--- src/rtl/sos_pkg.sv ---
// Shared types and constants for the set-of-stacks block.
`default_nettype none

package sos_pkg;

    localparam int WORD_WIDTH = 32;
    localparam int CAP_WIDTH  = 5;
    localparam int IDX_WIDTH  = 4;
    localparam logic [CAP_WIDTH-1:0] CAP_RESET = 5'd4;

    typedef enum logic [1:0] {
        OP_PUSH   = 2'd0,
        OP_POP    = 2'd1,
        OP_POP_AT = 2'd2,
        OP_RSVD   = 2'd3
    } op_t;

    typedef enum logic [1:0] {
        ST_OK      = 2'd0,
        ST_EMPTY   = 2'd1,
        ST_FULL    = 2'd2,
        ST_ZEROCAP = 2'd3
    } status_t;

    typedef struct packed {
        op_t                           op;
        logic signed [WORD_WIDTH-1:0]  push_value;
        logic [IDX_WIDTH-1:0]          stack_index;
    } request_t;

    typedef struct packed {
        logic signed [WORD_WIDTH-1:0]  pop_value;
        status_t                       status;
    } result_t;

    // Controller to datapath
    typedef struct packed {
        logic capture;
        logic execute;
        logic cap_write;
    } sos_cmd_t;

    // Datapath to controller
    typedef struct packed {
        logic empty;
    } sos_stat_t;

endpackage

`default_nettype wire

--- src/rtl/sos_ctrl.sv ---
// Controller: request sequencing, busy and result strobe.
`default_nettype none

module sos_ctrl
    import sos_pkg::*;
(
    input  wire logic      clk,
    input  wire logic      rst_n,
    input  wire logic      start,
    input  wire logic      cfg_we,
    input  wire sos_stat_t stat,
    output sos_cmd_t       cmd,
    output logic           busy,
    output logic           done
);

    typedef enum logic [1:0] {
        S_IDLE,
        S_ACT,
        S_RESP
    } state_t;

    state_t state_reg;
    state_t state_next;
    logic   accept;

    assign accept = start && !busy;

    always_comb
    begin
        state_next = state_reg;
        case (state_reg)
            S_IDLE:
            begin
                if (accept)
                begin
                    state_next = S_ACT;
                end
            end
            S_ACT:
            begin
                state_next = S_RESP;
            end
            S_RESP:
            begin
                state_next = accept ? S_ACT : S_IDLE;
            end
            default:
            begin
                state_next = S_IDLE;
            end
        endcase
    end

    always_ff @(posedge clk or negedge rst_n)
    begin
        if (!rst_n)
        begin
            state_reg <= S_IDLE;
            busy      <= 1'b0;
            done      <= 1'b0;
        end
        else
        begin
            state_reg <= state_next;
            busy      <= (state_next == S_ACT);
            done      <= (state_next == S_RESP);
        end
    end

    assign cmd.capture   = accept;
    assign cmd.execute   = (state_reg == S_ACT);
    // Capacity changes only while no sub-stack exists
    assign cmd.cap_write = cfg_we && stat.empty && (state_reg != S_ACT);

endmodule

`default_nettype wire

--- config.mk ---
export PLATFORM = sky130hd
export DESIGN_NAME = sos_ctrl
export DESIGN_NICKNAME = d
export VERILOG_FILES = /design/src/rtl/sos_pkg.sv /design/src/rtl/sos_ctrl.sv
export SDC_FILE = /design/constraint.sdc
export NUM_CORES = 1
export LEC_CHECK = 0
export BUFFER_PORTS_ARGS = -buffer_cell sky130_fd_sc_hd__buf_4
export CAP_MARGIN = 10
export CORE_AREA = 2 2 39 41
export CTS_CLUSTER_SIZE = 16
export DETAILED_ROUTE_END_ITERATION = 6
export DIE_AREA = 0 0 41 43
export PLACE_DENSITY = 0.41
export SYNTH_ARGS = -nofsm -noshare
export SYNTH_HDL_FRONTEND = slang
export SYNTH_SLANG_ARGS = --single-unit
--- constraint.sdc ---
create_clock -name clk -period 0.8 [get_ports clk]
set_input_delay 0.04 -clock clk [delete_from_list [all_inputs] [get_ports clk]]
set_output_delay 0.04 -clock clk [all_outputs]
set_load 0.02 [all_outputs]
==> results of run 1 <==
## path summary, 6_finish.rpt
path                                endpoint  slack (ns)    startpoint  cells after the start
worst max-delay path                  cmd[0]       -0.22  state_reg[0]                      3
worst min-delay path            state_reg[0]        0.15         rst_n                      2
worst max register to register          busy       -0.04          busy                      3
worst min register to register          done        0.48  state_reg[1]                      1
max in group asynchronous               busy        0.54         rst_n                      2
min in group clk                        busy        0.28         start                      4
## metal layers
layer / global-route usage (%) / vias to the layer above / routed length [microns] / share of wire (%)
met5: 0 / - / 0 / 0
met4: 6.000 / 0 / 0 / 0
met1: 5.195 / 61 / 120 / 40
met2: 4.688 / 10 / 123 / 41
met3: 4.712 / 0 / 57 / 19
li1: - / 63 / - / -
## cell families (layout without fill, tap and decap cells)
kind of cell	Yosys count	in the layout
buffers and inverters	2	15
DFF	4	4
and+or+nand+nor	7	7
## power by group through the flow
stage | logic (mW) | clock network, mW | registers, mW
6_report | 0.149 | 0.276 | 0.244
5_1_grt | 0.161 | 0.306 | 0.247
4_1_cts | 0.148 | 0.292 | 0.244
3_5_place_dp | 0.128 | 0 | 0.246
3_3_place_gp | 0.127 | 0 | 0.244
2_1_floorplan | 0.0694 | 0 | 0.257
## cells in the mapped netlist (all sizes together)
master	count
and2b	2
buf	2
dfrtp	4
nand2	1
nor2	1
nor2b	3
## timing repair
action,in CTS,in global routing
pin swaps,1,0
hold buffers,1,0
hold endpoints to repair,4,0
buffers inserted,1,0
gates resized for setup,3,1
endpoints found under the setup margin,4,6
## worst max-delay path, stage by stage (launching register included)
cell	delay, ns
dfrtp_1	0.39
nor2b_4	0.14
nor2_2	0.09
buf_6	0.12
## per-stage QoR
step           area [sq um]  setup slack [ns]
2_1_floorplan         177.7           0.03195
3_3_place_gp          250.2           0.02676
3_5_place_dp          250.2          0.006432
4_1_cts               305.3           -0.2373
5_1_grt               309.0           -0.2800
6_report              309.0           -0.2200
## cell type report
type / instances / share of cell area [%]
Timing Repair Buffer: 11 / 32.39
Sequential cell: 4 / 32.79
Clock buffer: 4 / 8.502
Multi-Input combinational cell: 7 / 19.84
Tap cell: 16 / 6.478
==> flow_metrics.py, run 1 <==
metrics = {
    "synthesis": {
        "synthTopCellsByArea": "dfrtp_1 58%, nor2b_4 16%, and2b_2 10%",
        "synthSimpleGateAreaFrac_pct": 33.81,
        "seq_area_frac_synth_pct": 57.55,
        "synthesis.area_sq_um": 173.9,
        "syn-mean-instance-area_sq_um": 13.38,
        "post_synth_num_cell_types": 7,
        "yosys.area_share.xor_xnor_pct": 0,
        "yosys_warnings": 0,
        "ys_seq_elements": 4,
        "yosys.area.top_type_share_pct": 57.55,
        "synth.largest_area_cell": "dfrtp_1",
        "muxShareOfSynthArea_pct": 0,
        "synth_cells": 13,
        "synth_top_family_by_area": "simple AND/OR/NAND/NOR gates",
        "synth-compound-area-share_pct": 0,
        "synthAdderAreaFrac_pct": 0,
        "syn_nets": 18,
    },
    "cts": {
        "root_buffer": "clkbuf_4",
        "insertion_delay_ns": 0.24,
        "cts_tree": "built",
        "cts_buffer_depth": 2,
        "cts-buffers-inserted": 3,
        "h-tree-depth": 1,
        "clkSinkCount": 4,
        "path_clk_slew_ns": 0.04,
    },
    "sta": {
        "fin_skew_ns": 0.006222,
        "setup_slack_ns": -0.2200,
        "hold_viol": 0,
        "rsz0062_at_grt": "true",
        "period_share_pct": 127.5,
        "finalCriticalPeriod_ns": 1.020,
        "max_slew_margin_pct": 91.51,
        "tightest_slew_ns": 0.1273,
        "finalSetupTns_ns": -0.6465,
        "fmax_mhz": 980.4,
        "timing.hold.ws_ns": 0.1513,
        "final-setup-viol-count": 6,
        "slew_viol_final": 0,
    },
    "critical_path": {
        "crit_arrival_ns": 0.98,
        "required_ns": 0.76,
        "critical_path_class": "flip-flop to output port",
        "cp-start-kind": "flip-flop",
        "cp_max_fo": 4,
        "cp-end-kind": "output port",
    },
    "floorplan": {
        "chipHeight_microns": 43,
        "die-area_sq_mm": 0.001763,
        "die_width_microns": 41,
        "rows": 14,
        "ios": 10,
        "coreArea_sq_mm": 0.001384,
        "start_util_pct": 12.57,
    },
    "detailed_routing": {
        "vias": 134,
        "wl_microns": 302,
        "drc": 0,
        "drt-initial-drc-count": 0,
        "dr.pass1.iters": 1,
        "wl_per_cell_microns": 7.190,
        "vias_per_cell": 3.190,
        "drtAntennaViolNets": 0,
    },
    "outcome": {
        "violations": "negative setup slack",
        "outcome": "finished, violations left",
    },
    "placed_design": {
        "io_buffer_count": 9,
        "place_inst": 36,
        "place_hpwl_microns": 232.6,
        "gp_congestion": 0.4989,
    },
    "layout": {
        "register_area_sq_um": 101.3,
        "largest_register_ffs": 2,
        "n_antenna_cell": 0,
        "area.growth.synth_to_final_pct": 77.70,
        "nets": 32,
        "multi_input_comb_area_sq_um": 61.31,
        "final_core_util_pct": 22.33,
        "n_fill_cell": 147,
        "layout_commonest_cell": "buf_4",
        "instances_no_fill": 42,
        "drive_gt1_share_pct": 73.08,
        "final_cell_mix": "6 x buf_4, 4 x buf_6, 3 x clkbuf_4, 3 x dfrtp_1",
    },
    "power_and_ir_drop": {
        "swShare_pct": 25.12,
        "power_mw": 0.6690,
        "power_leakage_nw": 0.1536,
        "ir_drop_uv": 441.9,
        "switching_power_mw": 0.1681,
        "p_int_mw": 0.5010,
        "power_density_mw_per_mm2": 2165,
        "p_clk_share_pct": 41.2,
        "seqPwrFrac_pct": 36.5,
        "p_comb_share_pct": 22.3,
    },
    "grt": {
        "grt_pass1_wl_microns": 483,
        "antenna_found_initial": 0,
        "grt_pass1_vias": 136,
        "grt_overflow": 0,
        "grt_start_max_net_pins": 5,
        "grt_usage_pct": 4.935,
    },
    "run": {
        "maxCapViolCount": 0,
    },
    "min_path": {
        "hold_path.class": "input port to async pin",
    },
}
Note: power is estimated with default switching activity, not from simulation.
==> run 2: changes to the inputs <==
==> constraint.sdc (replaced) <==
create_clock -name clk -period 0.8 [get_ports clk]
set_input_delay 0.08 -clock clk [delete_from_list [all_inputs] [get_ports clk]]
set_output_delay 0.08 -clock clk [all_outputs]
set_load 0.02 [all_outputs]
==> run 2 against run 1 <==
Compared with the run above:
- worst setup slack got worse by 0.014 ns
- combinational power increased by 17%
- power increased by 4.6%
- critical path type unchanged
- the flow still finishes with violations (negative setup slack)
- critical path depth unchanged
==> flow_metrics.py, run 2 (synthesis gave the netlist of run 1 again) <==
metrics = {
    "sta": {
        "setup_slack_ns": -0.2342,
        "period_share_pct": 129.3,
        "rsz0062_at_grt": "true",
        "final-setup-viol-count": 8,
        "slew_viol_final": 0,
        "tightest_slew_ns": 0.1260,
        "finalSetupTns_ns": -0.8750,
        "finalCriticalPeriod_ns": 1.034,
        "hold_viol": 0,
        "max_slew_margin_pct": 91.60,
        "timing.hold.ws_ns": 0.1735,
        "fin_skew_ns": 0.002346,
        "fmax_mhz": 966.9,
    },
    "cts": {
        "path_clk_slew_ns": 0.04,
        "cts-buffers-inserted": 3,
        "cts_tree": "built",
        "insertion_delay_ns": 0.24,
        "h-tree-depth": 1,
        "cts_buffer_depth": 2,
        "clkSinkCount": 4,
        "root_buffer": "clkbuf_4",
    },
    "critical_path": {
        "crit_start": "state_reg[0]",
        "timing.rr.start": "state_reg[0]",
        "cp-end-kind": "output port",
        "crit_path_end": "cmd[0]",
        "required_ns": 0.72,
        "reg2reg_slack_ns": -0.06,
        "cp-start-kind": "flip-flop",
        "crit_arrival_ns": 0.95,
        "reg2regPathDepth": 3,
        "cp_max_fo": 3,
        "critical_path_class": "flip-flop to output port",
        "reg2reg_to": "state_reg[0]",
    },
    "min_path": {
        "hold_path.class": "input port to async pin",
    },
    "detailed_routing": {
        "vias": 140,
        "drt-initial-drc-count": 1,
        "dr.pass1.iters": 2,
        "vias_per_cell": 3.182,
        "drtAntennaViolNets": 0,
        "drc": 0,
        "wl_per_cell_microns": 8.068,
        "wl_microns": 355,
    },
    "power_and_ir_drop": {
        "power_mw": 0.6998,
        "seqPwrFrac_pct": 34.6,
        "ir_drop_uv": 461.3,
        "switching_power_mw": 0.1797,
        "p_comb_share_pct": 25.0,
        "power_density_mw_per_mm2": 2111,
        "swShare_pct": 25.68,
        "p_int_mw": 0.5201,
        "power_leakage_nw": 0.1658,
        "p_clk_share_pct": 40.3,
    },
    "grt": {
        "grt_start_max_net_pins": 5,
        "grt_usage_pct": 5.948,
        "grt_pass1_vias": 163,
        "grt_pass1_wl_microns": 572,
        "grt_overflow": 0,
        "antenna_found_initial": 0,
    },
    "layout": {
        "final_cell_mix": "6 x buf_4, 6 x buf_6, 3 x clkbuf_4, 3 x dfrtp_1",
        "final_core_util_pct": 23.96,
        "n_antenna_cell": 0,
        "final_area_sq_um": 331.6,
        "area.growth.synth_to_final_pct": 90.65,
        "nets": 34,
        "drive_gt1_share_pct": 75.00,
        "instances_no_fill": 44,
        "largest_register_ffs": 2,
    },
    "outcome": {
        "violations": "negative setup slack",
        "outcome": "finished, violations left",
    },
    "placed_design": {
        "post-place-ws_ns": -0.009452,
        "io_buffer_count": 9,
        "gp_congestion": 0.4971,
        "place_inst": 37,
        "dpl_cell_area_sq_um": 257.7,
        "place_hpwl_microns": 256.5,
    },
    "floorplan": {
        "die-area_sq_mm": 0.001763,
        "start_util_pct": 12.57,
        "ios": 10,
        "die_width_microns": 41,
        "coreArea_sq_mm": 0.001384,
        "chipHeight_microns": 43,
        "rows": 14,
    },
    "run": {
        "maxCapViolCount": 0,
    },
}
-- run 2: cell type report --
cell class,instances,area (sq um)
multi-input combinational,7,61.31
tap,16,20.02
fill,152,1052
clock buffer,4,26.28
timing repair buffer,13,122.6
sequential,4,101.3
-- run 2: how the worst min path moves through the flow --
stage / to / slack (ns) / cells after the start
2_1_floorplan: busy / -0.22 / 0
3_3_place_gp: done / -0.12 / 1
3_5_place_dp: done / -0.12 / 1
4_1_cts: state_reg[0] / 0.17 / 2
5_1_grt: state_reg[0] / 0.18 / 2
6_report: state_reg[0] / 0.17 / 2
-- run 2: per-layer routing --
layer	up-vias	part of all wire [%]	track usage [%]
met4	0	6.8	8.000
met2	12	39	6.875
met1	57	38	5.212
met5	-	0	0
met3	4	15	4.712
li1	67	-	-
-- run 2: critical path, stage by stage (launching register included) --
cell and delay (ns):
dfrtp_1 0.37, nor2b_4 0.14, nor2_2 0.09, buf_6 0.12
-- run 2: power groups by stage --
stage	Clock (mW)	Combinational, mW	Sequential (mW)
2_1_floorplan	0	0.0694	0.257
3_3_place_gp	0	0.135	0.242
3_5_place_dp	0	0.139	0.244
4_1_cts	0.293	0.174	0.243
5_1_grt	0.311	0.190	0.244
6_report	0.282	0.175	0.242
-- run 2: what timing repair did --
| action | 4_1_cts | 5_1_grt |
|---|---|---|
| pin swaps | 1 | 0 |
| setup buffers | 2 | 2 |
| gates resized for setup | 5 | 1 |
| endpoints found under the setup margin | 5 | 8 |
| hold buffers | 1 | 0 |
| endpoints found under the hold margin | 4 | 0 |
